## config.mk

```make
export PLATFORM = sky130hd
export DESIGN_NAME = csv_field_splitter_top
export DESIGN_NICKNAME = d
export VERILOG_FILES = /design/src/hdl/csvfs_pkg.sv /design/src/hdl/csvfs_in_reg.sv /design/src/hdl/csvfs_step.sv /design/src/hdl/csvfs_out_reg.sv /design/src/hdl/csv_field_splitter_top.sv
export SDC_FILE = /design/constraint.sdc
export NUM_CORES = 1
export LEC_CHECK = 0
export BUFFER_PORTS_ARGS = -buffer_cell sky130_fd_sc_hd__clkbuf_2
export CORE_UTILIZATION = 45
export CTS_CLUSTER_SIZE = 8
export DETAILED_ROUTE_END_ITERATION = 8
export PLACE_DENSITY = 0.65
export SYNTH_ARGS = -nofsm -noshare
export SYNTH_HDL_FRONTEND = slang
export SYNTH_SLANG_ARGS = --single-unit
export TNS_END_PERCENT = 10
```

## constraint.sdc

```tcl
create_clock -name clk -period 9.39 [get_ports clk]
set_input_delay 0.4695 -clock clk [delete_from_list [all_inputs] [get_ports clk]]
set_output_delay 0.4695 -clock clk [all_outputs]
set_load 0.01 [all_outputs]
```

## src/hdl/csvfs_pkg.sv

```systemverilog
// Shared types and constants for the CSV field splitter.
// No dependencies; used by every module under hdl/.
package csvfs_pkg;

  localparam int ROW_BITS = 32;
  localparam int COL_BITS = 16;
  localparam int LEN_BITS = 16;
  localparam int BYTE_BITS = 8;

  localparam logic [BYTE_BITS-1:0] CH_CR = 8'd13;
  localparam logic [BYTE_BITS-1:0] CH_LF = 8'd10;
  localparam logic [BYTE_BITS-1:0] DELIM_RESET = 8'd44;

  typedef enum logic [1:0] {
    PH_LINE_START  = 2'd0,
    PH_FIELD_START = 2'd1,
    PH_FIELD_VALUE = 2'd2,
    PH_LINE_END    = 2'd3
  } phase_t;

  typedef enum logic [0:0] {
    KIND_CONTENT   = 1'b0,
    KIND_FIELD_END = 1'b1
  } kind_t;

  typedef struct packed {
    kind_t                kind;
    logic [BYTE_BITS-1:0] byte_value;
    logic [ROW_BITS-1:0]  row_index;
    logic [COL_BITS-1:0]  col_index;
    logic [LEN_BITS-1:0]  field_length;
  } result_t;

endpackage

```

## src/hdl/csvfs_in_reg.sv

```systemverilog
// Input register stage of the CSV field splitter: holds one byte request.
// Depends on csvfs_pkg.
module csvfs_in_reg (
  input  logic                            clk,
  input  logic                            rst_n,
  input  logic                            in_valid,
  output logic                            in_ready,
  input  logic [csvfs_pkg::BYTE_BITS-1:0] in_byte_in,
  input  logic                            take,
  output logic                            valid_q,
  output logic [csvfs_pkg::BYTE_BITS-1:0] byte_q
);

  logic                            valid_r;
  logic                            valid_nxt;
  logic [csvfs_pkg::BYTE_BITS-1:0] byte_r;

  assign in_ready = !valid_r || take;
  assign valid_q  = valid_r;
  assign byte_q   = byte_r;

  always_comb begin
    if (in_valid && in_ready) begin
      valid_nxt = 1'b1;
    end else if (take) begin
      valid_nxt = 1'b0;
    end else begin
      valid_nxt = valid_r;
    end
  end

  always_ff @(posedge clk) begin
    if (!rst_n) begin
      valid_r <= 1'b0;
    end else begin
      valid_r <= valid_nxt;
    end
  end

  always_ff @(posedge clk) begin
    if (in_valid && in_ready) begin
      byte_r <= in_byte_in;
    end
  end

endmodule

```

## src/hdl/csvfs_step.sv

```systemverilog
// Per-byte parse step: line phase, row/column/length counters and result build.
// Depends on csvfs_pkg.
module csvfs_step (
  input  logic                            clk,
  input  logic                            rst_n,
  input  logic                            fire,
  input  logic [csvfs_pkg::BYTE_BITS-1:0] byte_in,
  input  logic [csvfs_pkg::BYTE_BITS-1:0] delimiter,
  output logic                            res_valid,
  output csvfs_pkg::result_t              res
);

  csvfs_pkg::phase_t               phase_r, phase_nxt;
  logic [csvfs_pkg::ROW_BITS-1:0]  row_r, row_nxt;
  logic [csvfs_pkg::COL_BITS-1:0]  col_r, col_nxt;
  logic [csvfs_pkg::LEN_BITS-1:0]  len_r, len_nxt;

  logic                            is_brk;
  logic                            is_dlm;
  logic                            in_field;
  logic [csvfs_pkg::ROW_BITS-1:0]  row_inc;

  assign is_brk  = (byte_in == csvfs_pkg::CH_CR) || (byte_in == csvfs_pkg::CH_LF);
  assign is_dlm  = (byte_in == delimiter);
  assign row_inc = row_r + csvfs_pkg::ROW_BITS'(1);

  // Byte is handled as part of a field unless it is a break at line start/end.
  always_comb begin
    unique case (phase_r)
      csvfs_pkg::PH_LINE_START,
      csvfs_pkg::PH_LINE_END:    in_field = !is_brk;
      csvfs_pkg::PH_FIELD_START,
      csvfs_pkg::PH_FIELD_VALUE: in_field = 1'b1;
      default:                   in_field = 1'b1;
    endcase
  end

  // Next phase
  always_comb begin
    if (!in_field) begin
      phase_nxt = csvfs_pkg::PH_LINE_END;
    end else if (is_dlm) begin
      phase_nxt = csvfs_pkg::PH_FIELD_START;
    end else if (is_brk) begin
      phase_nxt = csvfs_pkg::PH_LINE_END;
    end else begin
      phase_nxt = csvfs_pkg::PH_FIELD_VALUE;
    end
  end

  // Counters and result
  always_comb begin
    logic [csvfs_pkg::LEN_BITS-1:0] len_v;

    row_nxt = row_r;
    col_nxt = col_r;
    len_v   = len_r;
    unique case (phase_r)
      csvfs_pkg::PH_LINE_START: begin
        row_nxt = row_inc;
        col_nxt = is_brk ? '1 : '0;
        len_v   = '0;
      end
      csvfs_pkg::PH_LINE_END: begin
        if (!is_brk) begin
          row_nxt = row_inc;
          col_nxt = '0;
          len_v   = '0;
        end
      end
      csvfs_pkg::PH_FIELD_START: begin
        col_nxt = col_r + csvfs_pkg::COL_BITS'(1);
        len_v   = '0;
      end
      default: begin
      end
    endcase

    res_valid        = in_field;
    res.row_index    = row_nxt;
    res.col_index    = col_nxt;
    if (is_dlm || is_brk) begin
      res.kind         = csvfs_pkg::KIND_FIELD_END;
      res.byte_value   = '0;
      res.field_length = len_v;
      len_nxt          = '0;
    end else begin
      res.kind         = csvfs_pkg::KIND_CONTENT;
      res.byte_value   = byte_in;
      res.field_length = '0;
      len_nxt          = (len_v == '1) ? len_v : len_v + csvfs_pkg::LEN_BITS'(1);
    end
    if (!in_field) begin
      len_nxt = len_r;
    end
  end

  always_ff @(posedge clk) begin
    if (!rst_n) begin
      phase_r <= csvfs_pkg::PH_LINE_START;
      row_r   <= '1;
      col_r   <= '1;
      len_r   <= '0;
    end else if (fire) begin
      phase_r <= phase_nxt;
      row_r   <= row_nxt;
      col_r   <= col_nxt;
      len_r   <= len_nxt;
    end
  end

endmodule

```

## src/hdl/csvfs_out_reg.sv

```systemverilog
// Result register of the CSV field splitter; drives the output channel.
// Depends on csvfs_pkg.
module csvfs_out_reg (
  input  logic                            clk,
  input  logic                            rst_n,
  input  logic                            load,
  input  logic                            res_valid,
  input  csvfs_pkg::result_t              res,
  output logic                            space,
  output logic                            out_valid,
  input  logic                            out_ready,
  output csvfs_pkg::result_t              out_res
);

  logic               valid_r;
  logic               valid_nxt;
  csvfs_pkg::result_t res_r;

  assign space     = !valid_r || out_ready;
  assign out_valid = valid_r;
  assign out_res   = res_r;

  always_comb begin
    if (load) begin
      valid_nxt = res_valid;
    end else if (out_ready) begin
      valid_nxt = 1'b0;
    end else begin
      valid_nxt = valid_r;
    end
  end

  always_ff @(posedge clk) begin
    if (!rst_n) begin
      valid_r <= 1'b0;
    end else begin
      valid_r <= valid_nxt;
    end
  end

  always_ff @(posedge clk) begin
    if (load && res_valid) begin
      res_r <= res;
    end
  end

endmodule

```

## src/hdl/csv_field_splitter_top.sv

```systemverilog
// CSV field splitter, unquoted: one byte request in, zero or one result out.
// An accepted byte passes the input register, then the result register, before its result is valid.
// Throughput: one byte per cycle; the step logic takes the held byte whenever
// the result register is free or being drained in the same cycle.
// Reset (rst_n low, synchronous): line-start phase, row/column all ones,
// length zero, delimiter back to ',', both stages empty.
module csv_field_splitter_top (
  input  logic                            clk,
  input  logic                            rst_n,
  input  logic                            cfg_wr_en,
  input  logic [csvfs_pkg::BYTE_BITS-1:0] cfg_wr_data,
  input  logic                            in_valid,
  output logic                            in_ready,
  input  logic [csvfs_pkg::BYTE_BITS-1:0] in_byte_in,
  output logic                            out_valid,
  input  logic                            out_ready,
  output logic                            out_kind,
  output logic [csvfs_pkg::BYTE_BITS-1:0] out_byte_value,
  output logic [csvfs_pkg::ROW_BITS-1:0]  out_row_index,
  output logic [csvfs_pkg::COL_BITS-1:0]  out_col_index,
  output logic [csvfs_pkg::LEN_BITS-1:0]  out_field_length
);

  logic [csvfs_pkg::BYTE_BITS-1:0] delim_r;
  logic                            held_valid;
  logic [csvfs_pkg::BYTE_BITS-1:0] held_byte;
  logic                            space;
  logic                            take;
  logic                            res_valid;
  csvfs_pkg::result_t              res;
  csvfs_pkg::result_t              out_res;

  always_ff @(posedge clk) begin
    if (!rst_n) begin
      delim_r <= csvfs_pkg::DELIM_RESET;
    end else if (cfg_wr_en) begin
      delim_r <= cfg_wr_data;
    end
  end

  assign take = held_valid && space;

  csvfs_in_reg u_in (
    .clk        (clk),
    .rst_n      (rst_n),
    .in_valid   (in_valid),
    .in_ready   (in_ready),
    .in_byte_in (in_byte_in),
    .take       (take),
    .valid_q    (held_valid),
    .byte_q     (held_byte)
  );

  csvfs_step u_step (
    .clk       (clk),
    .rst_n     (rst_n),
    .fire      (take),
    .byte_in   (held_byte),
    .delimiter (delim_r),
    .res_valid (res_valid),
    .res       (res)
  );

  csvfs_out_reg u_out (
    .clk       (clk),
    .rst_n     (rst_n),
    .load      (take),
    .res_valid (res_valid),
    .res       (res),
    .space     (space),
    .out_valid (out_valid),
    .out_ready (out_ready),
    .out_res   (out_res)
  );

  assign out_kind         = out_res.kind;
  assign out_byte_value   = out_res.byte_value;
  assign out_row_index    = out_res.row_index;
  assign out_col_index    = out_res.col_index;
  assign out_field_length = out_res.field_length;

  // A content result never carries a length; a field end never carries a byte.
  a_content_len : assert property (@(posedge clk) disable iff (!rst_n)
    out_valid && (out_kind == csvfs_pkg::KIND_CONTENT) |-> out_field_length == '0)
    else $error("content result with nonzero length");

  a_end_byte : assert property (@(posedge clk) disable iff (!rst_n)
    out_valid && (out_kind == csvfs_pkg::KIND_FIELD_END) |-> out_byte_value == '0)
    else $error("field-end result with nonzero byte");

  // Back-pressure on the input only while a byte is held and cannot move on.
  a_stall : assert property (@(posedge clk) disable iff (!rst_n)
    !in_ready |-> held_valid && out_valid && !out_ready)
    else $error("input stalled without cause");

endmodule

```

==> results.cfg <==
[logic_synthesis]
synthSimpleGateAreaFrac_pct = 20.1
synth_edf_count = 81
avgSynthCellArea_um2 = 9.64
synthMuxAreaShare_pct = 1.54
synth-xor-area-share_pct = 0.993
synth.net_count = 852
synth_fa_ha_area_share_pct = 1.10
ys_async_sr_fraction_pct = 0
synth_top_family_by_area = compound AO/OA/AOI/OAI gates
synth_cells = 824
synth-compound-area-share_pct = 21.9
ys_seq_area_share_pct = 49.8
yosysUniqueCellTypes = 72
synth_seq_cells = 157
yosysWarnings = 0
synthFlopType = edfxtp_1
synthesis.area_um2 = 7940

[floorplan]
rows = 48
start_util_pct = 46.1
die_width_um = 135
core_um2 = 17200
io_pins = 96
die_height_um = 135
die_area_um2 = 18200

[hold_path]
min_from = in_byte_in[7]
hp-class = input port to register
min_to = u_in.byte_q[7]
hold_depth = 1

[pwr]
fin_total_pwr_w = 0.00187
p_per_area_nw_per_um2 = 205
sw_frac_of_total_pct = 29.6
power.switching_w = 0.000552
pwr-share-comb_pct = 20.1
p_seq_share_pct = 44.2
p_leak_nw = 3.60
p_int_w = 0.00132
vdd_drop_max_v = 0.000132
pwr-share-clk_pct = 35.7

[global_routing]
grt_max_degree = 51
grt_use_met2_pct = 36.2
track_usage_pct = 22.7
grt_use_met3_pct = 4.58
grt_pass1_vias = 6111
gr-max-usage-layer = met2
grt_remaining_overflow = 0
grt_pass1_wl_mm = 32.5
use_met1_pct = 31.5
antenna_found_initial = 0

[final_layout]
num-fill-cells = 1564
area_growth_pct = 14.8
multi_input_area_um2 = 3630
final_cell_mix = clkbuf_2, edfxtp_1, dfxtp_1
num_antenna_cells = 0
final_nets = 922
drive_above_1_share_pct = 17.2
regArea_um2 = 3950
final_cell_count_no_fill = 1132
layout.cells.most_common = clkbuf_2

[clock_tree]
postCtsSetupBuffers = 0
h-tree-depth = 4
cts_tree = yes
worst_skew_pair.late_latency_ns = 0.43
clock_path_buffers = 2
post_cts_resized = 0
clkSlewWorstSetupHoldPaths_ns = 0.06
cts_buffers = 17
ctsHoldBuffers = 0
cts.sinks = 157
root_buffer = clkbuf_16

[job]
drv_cap = 0

[route]
ant_nets = 0
via_per_inst = 6.01
drt-total-wl_mm = 20.1
drc = 0
vias = 6800
drt_iter0_drc = 582
first_pass_iters = 5
wl_per_cell_um = 17.7

[placement]
dp.cells = 1100
place.gp.congestion = 0.847
hpwl_mm = 13.2
place.port_buffers = 95

[sta]
clock.fmax_mhz = 273
rsz0062_at_grt = no
hold_viol = 0
fin_crit_sh_pct = 39.1
tightest_slew_ns = 1.04
slew_viol_final = 0
finClkSkew_ns = 0.0152
slew_headroom_pct = 30.3
min_period_ns = 3.67
finalSetupTns_ns = 0
whs_ns = 0.219
setup_violations = 0

[worst_setup_path]
arrival_ns = 4.03
rr_startpoint = u_step.phase_r[0]
path_class = register to register
cpPeakStageDelay_ns = 0.53
r2r_slack_ns = 5.72
worstPathCellList = inv_1 > ha_1 > buf_4 > inv_1 > nand2_2 > and2_1 > ha_1 > and4_1 > a2111oi_1 > o2111ai_1 > or4b_1 > nand3_1
cp_max_fo = 42
crit_path_end_kind = register
startpoint_type = register
reg2reg_to = u_step.len_r[11]
worstPathRequired_ns = 9.75
slowest_stage = or4b_1
rr_worst_depth = 12

[outcome]
status = completed
-- critical path: cells and delay by family, from the launching register on --
kind                     cells  cell delay [ns]
AO/OA/AOI/OAI                2             0.68
AND/OR/NAND/NOR              5             1.42
adder cells (fa/ha/maj)      2             0.46
flip-flops                   1             0.37
buffers and inverters        3             0.66
-- how the worst max path moves through the flow --
stage | from | to | slack [ns] | depth (start not counted)
5_1_grt | u_step.phase_r[0] | u_step.len_r[11] | 5.42 | 12
3_3_place_gp | u_step.phase_r[0] | u_step.len_r[11] | 5.90 | 12
6_report | u_step.phase_r[0] | u_step.len_r[11] | 5.72 | 12
3_5_place_dp | u_step.phase_r[0] | u_step.len_r[11] | 5.74 | 12
2_1_floorplan | u_in.byte_q[0] | u_step.len_r[11] | 6.08 | 13
4_1_cts | u_step.phase_r[0] | u_step.len_r[11] | 5.72 | 12
-- kinds of logic (layout without fill, tap and decap cells) --
family | count (synthesis) | in the layout
and+or+nand+nor | 299 | 299
adders and majority gates | 7 | 7
DFF | 157 | 157
buffers and inverters | 87 | 170
AOI/OAI and AO/OA | 253 | 253
muxes | 12 | 12
xor gates and xnor gates | 9 | 9
-- flip-flops by register name (all words and copies together) (netlist names) --
signal           flops
u_out.out_res       73
delim_r              8
u_step.col_r        16
u_in.byte_q          8
u_in.valid_q         1
u_step.phase_r       2
u_out.out_valid      1
u_step.len_r        16
u_step.row_r        32
-- power by group through the flow --
stage | Clock (W) | Combinational [W] | Sequential [W]
6_report | 0.000667 | 0.000376 | 0.000826
4_1_cts | 0.000678 | 0.000373 | 0.000825
3_3_place_gp | 0 | 0.000370 | 0.000839
5_1_grt | 0.000707 | 0.000418 | 0.000833
3_5_place_dp | 0 | 0.000369 | 0.000839
2_1_floorplan | 0 | 0.000261 | 0.000841
-- synthesized netlist by cell type (all sizes together) (9+ instances only) --
cell	instances	area [um^2]
nand3	48	240
a21oi	38	190
o311ai	20	175
a21o	11	82.6
inv	28	105
clkbuf	38	146
a31oi	24	150
nand4	24	150
o211ai	21	171
nor3	14	80.1
nand2	72	273
or3	12	75.1
and4	9	78.8
o31ai	14	105
edfxtp	81	2430
buf	20	111
nor2	44	165
o21ai	68	344
and2	36	225
nor4	9	77.6
dfxtp	76	1520
mux2i	10	100
-- cell type report --
type | instances | share of cell area [%]
clock buffer | 21 | 4.94
clock inverter | 11 | 1.29
inverter | 29 | 1.19
multi-input combinational | 580 | 39.8
sequential | 157 | 43.4
tap | 225 | 3.09
timing repair buffer | 109 | 6.37
-- per-layer routing --
layer | up-vias | wire (um) | part of all wire (%)
met5 | - | 0 | 0
met4 | 0 | 221 | 1.1
met3 | 21 | 995 | 5.0
met2 | 215 | 9310 | 46
met1 | 3268 | 9550 | 48
li1 | 3296 | - | -
-- through the flow --
step	utilization, %	worst slack [ns]	instance area, um^2
after global routing	52.9	5.42	9120
final	52.9	5.72	9120
after global placement	49.6	5.90	8550
after floorplan	-	6.08	7940
after detailed placement	49.6	5.74	8550
after CTS	52.9	5.72	9120
Power figures use the tool's default switching activity.
